===== src/rtl/absc_pkg.sv =====
package absc_pkg;

    localparam logic [15:0] OPCODE_BYTE_POS = 16'd21;
    localparam logic [7:0]  OPCODE_REPLY    = 8'd2;

    localparam int IP_W  = 32;
    localparam int MAC_W = 48;

    typedef enum logic [1:0] {
        ST_IDLE,
        ST_CHECK,
        ST_SEARCH,
        ST_RESULT
    } state_t;

    typedef struct packed {
        logic is_reply;
        logic empty;
        logic has_room;
        logic ip_match;
        logic last;
        logic out_free;
    } status_t;

    typedef struct packed {
        logic in_ready;
        logic capture;
        logic mark_reply;
        logic rd_first;
        logic rd_next;
        logic append;
        logic set_found;
        logic set_full;
        logic emit;
    } ctrl_t;

endpackage


===== src/rtl/absc_ctrl.sv =====
module absc_ctrl (
    input  logic              clk,
    input  logic              rst_n,
    input  logic              in_valid,
    input  absc_pkg::status_t status,
    output absc_pkg::ctrl_t   ctrl
);

    absc_pkg::state_t state_reg;
    absc_pkg::state_t state_next;

    always_ff @(posedge clk or negedge rst_n)
    begin
        if (!rst_n)
        begin
            state_reg <= absc_pkg::ST_IDLE;
        end
        else
        begin
            state_reg <= state_next;
        end
    end

    always_comb
    begin
        state_next = state_reg;
        unique case (state_reg)
            absc_pkg::ST_IDLE:
            begin
                if (in_valid)
                begin
                    state_next = absc_pkg::ST_CHECK;
                end
            end
            absc_pkg::ST_CHECK:
            begin
                if (status.is_reply && !status.empty)
                begin
                    state_next = absc_pkg::ST_SEARCH;
                end
                else
                begin
                    state_next = absc_pkg::ST_RESULT;
                end
            end
            absc_pkg::ST_SEARCH:
            begin
                if (status.ip_match || status.last)
                begin
                    state_next = absc_pkg::ST_RESULT;
                end
            end
            absc_pkg::ST_RESULT:
            begin
                if (status.out_free)
                begin
                    state_next = absc_pkg::ST_IDLE;
                end
            end
            default:
            begin
                state_next = absc_pkg::ST_IDLE;
            end
        endcase
    end

    always_comb
    begin
        ctrl = '0;
        unique case (state_reg)
            absc_pkg::ST_IDLE:
            begin
                ctrl.in_ready = 1'b1;
                ctrl.capture  = in_valid;
            end
            absc_pkg::ST_CHECK:
            begin
                if (status.is_reply)
                begin
                    ctrl.mark_reply = 1'b1;
                    if (!status.empty)
                    begin
                        ctrl.rd_first = 1'b1;
                    end
                    else if (status.has_room)
                    begin
                        ctrl.append = 1'b1;
                    end
                    else
                    begin
                        ctrl.set_full = 1'b1;
                    end
                end
            end
            absc_pkg::ST_SEARCH:
            begin
                priority if (status.ip_match)
                begin
                    ctrl.set_found = 1'b1;
                end
                else if (status.last)
                begin
                    ctrl.append   = status.has_room;
                    ctrl.set_full = !status.has_room;
                end
                else
                begin
                    ctrl.rd_next = 1'b1;
                end
            end
            absc_pkg::ST_RESULT:
            begin
                ctrl.emit = status.out_free;
            end
            default:
            begin
                ctrl = '0;
            end
        endcase
    end

endmodule


===== config.mk =====
export PLATFORM = sky130hd
export DESIGN_NAME = absc_ctrl
export DESIGN_NICKNAME = d
export VERILOG_FILES = /design/src/rtl/absc_pkg.sv /design/src/rtl/absc_ctrl.sv
export SDC_FILE = /design/constraint.sdc
export NUM_CORES = 1
export LEC_CHECK = 0
export BUFFER_PORTS_ARGS = -buffer_cell sky130_fd_sc_hd__buf_4
export CORE_AREA = 2 2 39 41
export DETAILED_ROUTE_END_ITERATION = 10
export DIE_AREA = 0 0 41 43
export SETUP_SLACK_MARGIN = 0.1
export SLEW_MARGIN = 20
export SYNTH_ARGS = -nofsm -noshare
export SYNTH_HDL_FRONTEND = slang
export SYNTH_SLANG_ARGS = --single-unit

===== constraint.sdc =====
create_clock -name clk -period 2.2 [get_ports clk]
set_input_delay 0.11 -clock clk [delete_from_list [all_inputs] [get_ports clk]]
set_output_delay 0.11 -clock clk [all_outputs]
set_load 0.1 [all_outputs]

After elaboration in Yosys (flattened, before gate mapping)
Cells that the tools add are included.
{"block": "totals", "register_bits": 2, "inputBits": 9, "out_inout_bits": 9}
{"block": "op_classes", "eq_ne": 6, "n_mux": 26, "n_reduce_logical": 6}
{"cell": "2-to-1 mux 1 bit", "count": 16}
{"cell": "2-to-1 mux 2 bit", "count": 7}
{"cell": "one-hot mux 2 bit (4 select lines)", "count": 1}
{"cell": "inequality test 2 bit (second input constant)", "count": 3}
{"cell": "equality test 2 bit (second input constant)", "count": 2}
{"cell": "one-hot mux 1 bit (2 select lines)", "count": 2}
{"cell": "AND reduction 3 bit", "count": 1}
{"cell": "equality test 2 x 1 -> 1 bit (second input constant)", "count": 1}
{"cell": "logical NOT 1 bit", "count": 2}
{"cell": "logical NOT 2 bit", "count": 1}
{"cell": "logical AND 1 bit", "count": 1}
{"cell": "logical OR 1 bit", "count": 1}

Longest topological paths before layout
Gate-level depths: netlist (run 1).
{"block": "depth", "depth_word": 4, "depth_mapped": 5, "mapped_depth_nobuf": 5}

Worst setup path after synthesis (run 1)
No wires, ideal clock.
{"block": "synth_path", "path_kind": "reg2out", "startpoint": "reg state_reg[1]", "endpoint": "out ctrl[3] in the netlist's numbering", "t_arrival_ps": 3025, "t_required_ps": 2090, "path_slack_ps": -935, "stages_incl_launch_ff": 6, "path_cell_list": "dfrtp_1 -> inv_1 -> ha_1 -> and2_1 -> nand2_1 -> a21oi_1"}
{"item": "from (decl)", "line_no": "absc_ctrl.sv:9", "rtl": "absc_pkg::state_t state_reg;"}
{"item": "from (signal assigned)", "line_no": "absc_ctrl.sv:16", "rtl": "state_reg <= absc_pkg::ST_IDLE;"}
{"item": "from (signal assigned)", "line_no": "absc_ctrl.sv:20", "rtl": "state_reg <= state_next;"}
{"item": "to (decl)", "line_no": "absc_ctrl.sv:6", "rtl": "output absc_pkg::ctrl_t ctrl"}

==> summary.md, run 1 <==
| Metric | Value |
|---|---|
| Reg clk slew, reported paths | `0.03 ns` |
| Yosys warnings | `0` |
| Final setup viols | `0` |
| CTS tree | `done` |
| Critical Path AT | `1.59 ns` |
| Final nets | `67` |
| Sequential area share after synthesis | `19.14%` |
| Status | `completed` |
| RSZ-0062 raised after global routing | `false` |
| Clock Tree Buf Depth | `2` |
| Routability cong. | `0.6966` |
| Fillcell total | `153` |
| Die height | `43 um` |
| Crit end category | `output port` |
| Commonest non-fill, non-tap cell in the layout | `buf_4` |
| Setup TNS | `0 ns` |
| Crit-path max FO | `5` |
| Number of detailed-route iterations in the first pass | `2` |
| Buffers on Ports | `17` |
| Final Hold Vio Count | `0` |
| Most frequent cells in the layout | `buf_4 (17), ha_1 (5), and2_2 (3), clkbuf_4 (3)` |
| Vias per Instance | `4.119` |
| Fin crit period | `1.700 ns` |
| Detail Route Antenna Nets | `0` |
| ANT cells | `0` |
| Worst Path Class, Setup | `reg2out` |
| Slowest Stage Delay on Critical Path | `0.41 ns` |
| Latest clock arrival within the worst-skew pair | `0.22 ns` |
| Layout cells sized above 1 | `56.86%` |
| Slew @ Worst Pin | `0.3787 ns` |
| Worst-path cell chain | `inv_1, ha_1, and2_2, nand2_1, a21oi_4, buf_4` |
| Hold-fix buffers at CTS | `1` |
| Worst hold-check path type | `in2async` |
| CTS resizes | `0` |
| DP HPWL | `535.2 um` |
| Vias in the first global route | `234` |
| Routed WL per cell | `9.373 um` |
| Flops & latches, synth | `2` |
| Synth unique cells | `17` |
| Die width | `41 um` |
| Setup ws final | `0.5003 ns` |
| Via count | `276` |
| Max FFs per register | `2` |
| Pre-CTS WS | `0.6495 ns` |
| Startpoint types | `flop` |
| DRC viols | `0` |
| Synthesized cell area | `261.5 um2` |
| Cell Area, Placed | `440.4 um2` |
| Max_cap viols | `0` |
| Pin count of the biggest net entering global routing | `6` |
| Synth Instances | `30` |
| CP required | `2.09 ns` |
| Setup Skew | `0.003588 ns` |
| Post-CTS Setup Inserts | `0` |
| Worst slew margin | `74.10%` |
| DIE AREA | `1763 um2` |
| Cell row count | `14` |
| Num CTS Buffers | `3` |
| Grt ovf | `0` |
| Starting Density | `18.90%` |
| Total wire length | `628 um` |
| Gr usage total | `7.523%` |
| CORE AREA | `1384 um2` |
| CTS Root Cell | `clkbuf_4` |
| Final core occ | `34.18%` |
| Ports | `18` |
| Post-Syn Nets | `44` |
| Slowest CP cell | `dfrtp_1` |
| CTS sink count | `2` |
| Syn avg cell area | `8.717 um2` |
| Period utilization | `77.26%` |
| Initial antenna violation count | `0` |
| Pins Over Slew Limit | `0` |
| Final Instance Area | `473.0 um2` |
| H-tree Lvls | `1` |
| First-pass GRT wire length | `855 um` |
| Area grow syn2layout | `80.86%` |
| Fmax | `588.3 MHz` |
| DRT iter0 DRCs | `1` |
[critical path: cells and delay by family (launching register included)]
family,cells,cell delay (ns)
buf+inv,2,0.41
simple gates,2,0.25
flops,1,0.41
compound gates,1,0.14
fa+ha+maj,1,0.15
[final cells by class]
| cell class | instances | area, um2 | area share [%] |
|---|---|---|---|
| flip-flops and latches | 2 | 50.05 | 10.58 |
| multi-input cells | 25 | 231.5 | 48.94 |
| clock buffers | 3 | 22.52 | 4.762 |
| inverters | 3 | 11.26 | 2.381 |
| repair buffers | 18 | 137.6 | 29.10 |
| well taps | 16 | 20.02 | 4.233 |
[layer usage]
| layer | vias to the layer above | global-route usage (%) | wire length [um] |
|---|---|---|---|
| met3 | 0 | 1.571 | 43 |
| met1 | 123 | 8.333 | 266 |
| met5 | - | 0 | 0 |
| li1 | 144 | - | - |
| met4 | 0 | 6.000 | 0 |
| met2 | 9 | 11.56 | 318 |
[cells in the mapped netlist]
| library cell | number | share of area, % |
|---|---|---|
| nand3_1 | 1 | 1.9 |
| a21oi_1 | 2 | 3.8 |
| o21ai_0 | 1 | 1.9 |
| nand2b_1 | 2 | 4.8 |
| dfrtp_1 | 2 | 19 |
| inv_1 | 3 | 4.3 |
| a2111oi_0 | 1 | 3.3 |
| mux2_4 | 1 | 5.7 |
| ha_1 | 5 | 24 |
| and2_1 | 3 | 7.2 |
| nor3b_2 | 1 | 4.8 |
| nand3b_1 | 1 | 2.9 |
| o22ai_1 | 1 | 2.4 |
| nand2_1 | 2 | 2.9 |
| nor2b_1 | 2 | 4.8 |
| a211o_1 | 1 | 3.3 |
| and2_2 | 1 | 2.9 |
[final timing paths]
kind                                               start                  endpoint  slack, ns  cells after the start
min in group clk                                in_valid  state_reg[0]$_DFFE_PN0P_       0.35                      4
worst max register to register  state_reg[0]$_DFFE_PN0P_  state_reg[0]$_DFFE_PN0P_       0.66                      5
worst max-delay path            state_reg[1]$_DFFE_PN0P_                   ctrl[3]       0.50                      6
worst min register to register  state_reg[1]$_DFFE_PN0P_  state_reg[1]$_DFFE_PN0P_       0.60                      1
max in group asynchronous                          rst_n  state_reg[0]$_DFFE_PN0P_       1.90                      2
worst min-delay path                               rst_n  state_reg[1]$_DFFE_PN0P_       0.21                      2
[per-stage QoR]
step / std cells / hold WS, ns
global placement: 63 / -0.1069
floorplan: 30 / -0.1856
detailed placement: 63 / -0.1065
global route: 67 / 0.2052
finish: 67 / 0.2078
CTS: 67 / 0.1960
[logic make-up after synthesis]
| kind of cell | Yosys count | synth area share (%) |
|---|---|---|
| AND/OR/NAND/NOR | 13 | 32.06 |
| flip-flops | 2 | 19.14 |
| multiplexers | 1 | 5.740 |
| adder cells (fa/ha/maj) | 5 | 23.92 |
| AO/OA/AOI/OAI | 6 | 14.83 |
| buffers and inverters | 3 | 4.306 |
Power of run 1 is not shown: default switching activity piles up to over one toggle a cycle in this logic, so the estimate is an artifact.
==> inputs of run 2 (changes only) <==
- clock period: 2.2 -> 1.4 ns (I/O delays scaled with it)
==> run 2 against run 1 <==
The run now ends with negative setup slack left. Via count up 24%. Critical path type unchanged. First-iteration DRC count is the same. Worst hold slack got worse by 0.039 ns. Register-to-register slack got worse by 0.84 ns. Utilization rose by 21 points. Largest cell class is now buffers. Clock-buffer cell count unchanged. Critical endpoint is now ctrl[1]. Design area up 63%. Setup slack got worse by 0.68 ns. Final cell count is 19% higher.
==> summary.md, run 2 (synthesis results as in run 1) <==
| Metric | Value |
|---|---|
| Latest clock arrival within the worst-skew pair | `0.22 ns (about the same)` |
| Commonest non-fill, non-tap cell in the layout | `buf_4 (unchanged)` |
| Final Instance Area | `769.5 um2 (was 473.0 um2)` |
| DIE AREA | `1763 um2 (unchanged)` |
| CP required | `1.33 ns (was 2.09 ns)` |
| Startpoint types | `flop (unchanged)` |
| Detail Route Antenna Nets | `0 (unchanged)` |
| Final setup viols | `8 (was 0)` |
| Fillcell total | `127 (was 153)` |
| Critical Path AT | `1.51 ns (was 1.59 ns)` |
| Worst slew margin | `79.80% (was 74.10%)` |
| Violated checks | `negative setup slack` |
| R2R depth | `5 (unchanged)` |
| Num CTS Buffers | `3 (unchanged)` |
| Area grow syn2layout | `194.3% (was 80.86%)` |
| Layout cells sized above 1 | `79.69% (was 56.86%)` |
| Total wire length | `866 um (was 628 um)` |
| Crit end category | `output port (unchanged)` |
| Grt ovf | `0 (unchanged)` |
| Period utilization | `112.9%` |
| Final nets | `80 (was 67)` |
| Setup ws final | `-0.1812 ns (was 0.5003 ns)` |
| Worst VDD drop | `1.555 mV` |
| CP endpoint | `ctrl[1] (was ctrl[3])` |
| Max_cap viols | `0 (unchanged)` |
| Routability cong. | `0.7474 (was 0.6966)` |
| Gr usage total | `12.02% (was 7.523%)` |
| Pins Over Slew Limit | `0 (unchanged)` |
| Final core occ | `55.61% (was 34.18%)` |
| Final Hold Vio Count | `0 (unchanged)` |
| Via count | `342 (was 276)` |
| Max FFs per register | `2 (unchanged)` |
| Final hold slack | `0.1692 ns (was 0.2078 ns)` |
| CTS sink count | `2 (unchanged)` |
| RR Endpoint | `state_reg[1]$_DFFE_PN0P_ (was state_reg[0]$_DFFE_PN0P_)` |
| H-tree Lvls | `1 (unchanged)` |
| CORE AREA | `1384 um2 (unchanged)` |
| Setup Skew | `0.002686 ns (was 0.003588 ns)` |
| Die height | `43 um (unchanged)` |
| Fmax | `632.4 MHz` |
| Leakage | `0.3430 nW` |
| Vias in the first global route | `325 (was 234)` |
| Cell row count | `14 (unchanged)` |
| Slew @ Worst Pin | `0.3026 ns (was 0.3787 ns)` |
| Buffers on Ports | `17 (unchanged)` |
| Worst Path Class, Setup | `reg2out (unchanged)` |
| Fin crit period | `1.581 ns` |
| Starting Density | `18.90% (unchanged)` |
| ANT cells | `0 (unchanged)` |
| Ports | `18 (unchanged)` |
| DRT iter0 DRCs | `1 (unchanged)` |
| RSZ-0062 raised after global routing | `true (was false)` |
| Cell Area, Placed | `508.0 um2 (was 440.4 um2)` |
| R2R Path Start | `state_reg[0]$_DFFE_PN0P_ (unchanged)` |
| CTS Root Cell | `clkbuf_4 (unchanged)` |
| Pin count of the biggest net entering global routing | `5 (was 6)` |
| Die width | `41 um (unchanged)` |
| Pwr per Cell Area | `2589 nW/um2` |
| Reg clk slew, reported paths | `0.03 ns (about the same)` |
| Number of detailed-route iterations in the first pass | `2 (unchanged)` |
| Reg2reg setup slack | `-0.18 ns (was 0.66 ns)` |
| Initial antenna violation count | `0 (unchanged)` |
| Crit-path max FO | `3 (was 5)` |
| Status | `complete, but fails checks (was completed)` |
| Routed WL per cell | `10.83 um (was 9.373 um)` |
| Worst hold-check path type | `in2async (unchanged)` |
| DRC viols | `0 (unchanged)` |
| Vias per Instance | `4.275 (was 4.119)` |
| First-pass GRT wire length | `1366 um (was 855 um)` |
| Worst setup startpoint | `state_reg[0]$_DFFE_PN0P_ (was state_reg[1]$_DFFE_PN0P_)` |
| Most frequent cells in the layout | `buf_4 (18), buf_12 (9), and2_4 (4) (was buf_4 (17), ha_1 (5), and2_2 (3), clkbuf_4 (3))` |
| DP HPWL | `623.1 um (was 535.2 um)` |
| CTS tree | `done (unchanged)` |
| Clock Tree Buf Depth | `2 (unchanged)` |
run 2: changes by cell type in the layout (fill, tap and decap cells not counted), moves of 2 or more:
cell / change
and2_2: -3
ha_4: +2
buf_6: +3
and2_4: +4
ha_1: -3
buf_12: +9
run 2: through the flow:
stage | worst slack (ns) | power, mW | setup TNS (ns) | cells
after floorplan | -0.7259 | 0.9735 | -2.890 | 30
after global placement | -0.09719 | 1.297 | -0.1530 | 69
after detailed placement | -0.09094 | 1.304 | -0.1775 | 69
after CTS | -0.1865 | 1.759 | -0.7216 | 76
after global routing | -0.2522 | 2.112 | -1.460 | 80
final | -0.1812 | 1.992 | -0.8673 | 80
run 2: layer usage:
metal | up-vias | track usage (%) | share of wire [%]
li1 | 173 | - | -
met1 | 158 | 11.50 | 35
met2 | 11 | 19.69 | 60
met3 | 0 | 6.283 | 4.7
met4 | 0 | 6.000 | 0
met5 | - | 0 | 0
run 2: how the worst min path moves through the flow:
stage                from                        to  slack [ns]  cells past startpoint
floorplan           rst_n  state_reg[0]$_DFFE_PN0P_       -0.23                      0
global placement    rst_n  state_reg[1]$_DFFE_PN0P_       -0.14                      1
detailed placement  rst_n  state_reg[1]$_DFFE_PN0P_       -0.15                      1
CTS                 rst_n  state_reg[0]$_DFFE_PN0P_        0.15                      2
global route        rst_n  state_reg[0]$_DFFE_PN0P_        0.17                      2
finish              rst_n  state_reg[0]$_DFFE_PN0P_        0.17                      2
run 2: cell type report:
class,count,area [um2],area share [%]
flip-flops and latches,2,51.30,6.667
clock buffers,3,22.52,2.927
repair buffers,31,359.1,46.67
multi-input cells,25,305.3,39.67
well taps,16,20.02,2.602
inverters,3,11.26,1.463
run 2: what timing repair did:
action	in CTS	in global routing
endpoints found under the hold margin	2	0
gates resized for setup	35	9
pin swaps	3	2
setup endpoints to repair	11	11
hold buffers	1	0
setup buffers	3	4
run 2: power breakdown:
group | switching, mW | internal [mW]
Clock | 0.0327 | 0.0946
Sequential | 0.0402 | 0.0946
Combinational | 0.878 | 0.852
run 2: worst max-delay path: stages (launching register included):
cell and delay (ns):
dfrtp_1 0.39, inv_2 0.10, ha_4 0.14, buf_6 0.09, nand3b_1 0.18, a21oi_4 0.20
buf_12 0.19
Note: power is estimated with default switching activity, not from simulation.
==> inputs of run 3 (changes only) <==
- SKIP_LAST_GASP: unset -> 1
==> run 3 against run 2 <==
First-iteration DRC count shrank 100%. Global-route usage is the same. Final cell count is the same. The flow still finishes with violations (negative setup slack). Sequential share of layout area is essentially flat. Highest routed layer unchanged.
==> summary.md, run 3 (synthesis results as in run 1) <==
| Metric | Value |
|---|---|
| Status | `complete, but fails checks (unchanged)` |
| Violated checks | `negative setup slack (unchanged)` |
| ANT cells | `0 (unchanged)` |
| R2R depth | `5 (unchanged)` |
| Latest clock arrival within the worst-skew pair | `0.22 ns (about the same)` |
| Routed WL per cell | `10.74 um (was 10.83 um)` |
| Commonest non-fill, non-tap cell in the layout | `buf_4 (unchanged)` |
| Total wire length | `859 um (was 866 um)` |
| First-pass GRT wire length | `1366 um (unchanged)` |
| RR Endpoint | `state_reg[1]$_DFFE_PN0P_ (unchanged)` |
| Final Hold Vio Count | `0 (unchanged)` |
| CTS tree | `done (unchanged)` |
| Slowest CP cell | `dfrtp_1 (unchanged)` |
| Die width | `41 um (unchanged)` |
| Startpoint types | `flop (unchanged)` |
| Buffers on Ports | `17 (unchanged)` |
| Pre-CTS WS | `-0.09094 ns (unchanged)` |
| Reg2reg setup slack | `-0.18 ns (about the same)` |
| Vias per Instance | `4.275 (unchanged)` |
| Num CTS Buffers | `3 (unchanged)` |
| Leakage | `0.3436 nW (was 0.3430 nW)` |
| Initial antenna violation count | `0 (unchanged)` |
| DRT iter0 DRCs | `0 (was 1)` |
| DP HPWL | `623.1 um (unchanged)` |
| Crit end category | `output port (unchanged)` |
| Most frequent cells in the layout | `buf_4 (18), buf_12 (9) (was buf_4 (18), buf_12 (9), and2_4 (4))` |
| Fin crit period | `1.581 ns (about the same)` |
| Number of detailed-route iterations in the first pass | `1 (was 2)` |
| Total power | `1.985 mW (was 1.992 mW)` |
| Cell Area, Placed | `508.0 um2 (unchanged)` |
| Detail Route Antenna Nets | `0 (unchanged)` |
| Grt ovf | `0 (unchanged)` |
| Via count | `342 (unchanged)` |
| DIE AREA | `1763 um2 (unchanged)` |
| Setup ws final | `-0.1812 ns (about the same)` |
| Final core occ | `55.33% (was 55.61%)` |
| Max FFs per register | `2 (unchanged)` |
| Fmax | `632.4 MHz (about the same)` |
| RSZ-0062 raised after global routing | `true (unchanged)` |
| Layout cells sized above 1 | `78.13% (was 79.69%)` |
| Area of the multi-input gates | `301.5 um2 (was 305.3 um2)` |
| Die height | `43 um (unchanged)` |
| Max_cap viols | `0 (unchanged)` |
| Slowest Stage Delay on Critical Path | `0.40 ns (was 0.39 ns)` |
| Worst hold-check path type | `in2async (unchanged)` |
| Pwr per Cell Area | `2593 nW/um2 (was 2589 nW/um2)` |
| Reg clk slew, reported paths | `0.03 ns (about the same)` |
| Setup Skew | `0.002682 ns (was 0.002686 ns)` |
| Final hold slack | `0.1695 ns (was 0.1692 ns)` |
| Critical Path AT | `1.51 ns (about the same)` |
| Ports | `18 (unchanged)` |
| DRC viols | `0 (unchanged)` |
| Fin cells | `80 (unchanged)` |
| Period utilization | `112.9% (about the same)` |
| Fillcell total | `128 (was 127)` |
| Placed insts | `69 (unchanged)` |
| Worst slew margin | `79.87% (was 79.80%)` |
| Pins Over Slew Limit | `0 (unchanged)` |
| Worst VDD drop | `1.528 mV (was 1.555 mV)` |
| CORE AREA | `1384 um2 (unchanged)` |
| CTS sink count | `2 (unchanged)` |
| Crit-path max FO | `3 (unchanged)` |
| Slew @ Worst Pin | `0.3017 ns (was 0.3026 ns)` |
| R2R Path Start | `state_reg[0]$_DFFE_PN0P_ (unchanged)` |
| Gr usage total | `12.02% (unchanged)` |
| Worst-path cell chain | `inv_2, ha_4, buf_6, nand3b_1, a21oi_4, buf_12 (unchanged)` |
| Routability cong. | `0.7474 (unchanged)` |
| Starting Density | `18.90% (unchanged)` |
| Pin count of the biggest net entering global routing | `5 (unchanged)` |
| CTS Root Cell | `clkbuf_4 (unchanged)` |
| Worst Path Class, Setup | `reg2out (unchanged)` |
| Vias in the first global route | `325 (unchanged)` |
| CP required | `1.33 ns (about the same)` |
| Worst path top cell family by delay | `flip-flops (unchanged)` |
| Clock Tree Buf Depth | `2 (unchanged)` |
| Final nets | `80 (unchanged)` |
| Critical path buffer and inverter count | `3 (unchanged)` |
| H-tree Lvls | `1 (unchanged)` |
| Cell row count | `14 (unchanged)` |
| Final setup viols | `8 (unchanged)` |
| Final Instance Area | `765.7 um2 (was 769.5 um2)` |
| Seq. cell area | `51.30 um2 (unchanged)` |
| Area grow syn2layout | `192.8% (was 194.3%)` |
| Setup TNS | `-0.9151 ns (was -0.8673 ns)` |
[run 3: cell counts in the layout (fill, tap and decap cells not counted)]
Identical to the previous run, type by type.
[run 3: timing repair]
action,4_1_cts,5_1_grt
hold buffers,1,0
pin swaps,3,1
setup buffers,3,4
endpoints found under the hold margin,2,0
gates resized for setup,35,7
endpoints found under the setup margin,11,11
[run 3: worst max-delay path by stage]
stage,startpoint,endpoint,cells past startpoint
final,state_reg[0]$_DFFE_PN0P_,ctrl[1],6
after global routing,state_reg[1]$_DFFE_PN0P_,ctrl[1],5
after CTS,state_reg[0]$_DFFE_PN0P_,ctrl[1],6
after detailed placement,state_reg[1]$_DFFE_PN0P_,state_reg[1]$_DFFE_PN0P_,4
after global placement,state_reg[1]$_DFFE_PN0P_,state_reg[1]$_DFFE_PN0P_,4
after floorplan,state_reg[0]$_DFFE_PN0P_,state_reg[1]$_DFFE_PN0P_,5
[run 3: per-layer routing]
metal  track usage (%)  part of all wire [%]  vias to the layer above
met2             19.69                    60                       11
li1                  -                     -                      173
met4             6.000                     0                        0
met5                 0                     0                        -
met1             11.50                    35                      158
met3             6.283                   4.8                        0
[run 3: area by class of cell]
| cell class | count | area share, % |
|---|---|---|
| repair buffers | 31 | 46.90 |
| well taps | 16 | 2.614 |
| flip-flops and latches | 2 | 6.699 |
| clock buffers | 3 | 2.941 |
| inverters | 3 | 1.471 |
| multi-input cells | 25 | 39.38 |
[run 3: report_power, final]
| part | internal [mW] | total, mW | switching [mW] | leakage [nW] |
|---|---|---|---|---|
| combinational | 0.847 | 1.72 | 0.876 | 0.307 |
| clock | 0.0946 | 0.127 | 0.0326 | 0.0138 |
| sequential | 0.0946 | 0.135 | 0.0407 | 0.0227 |
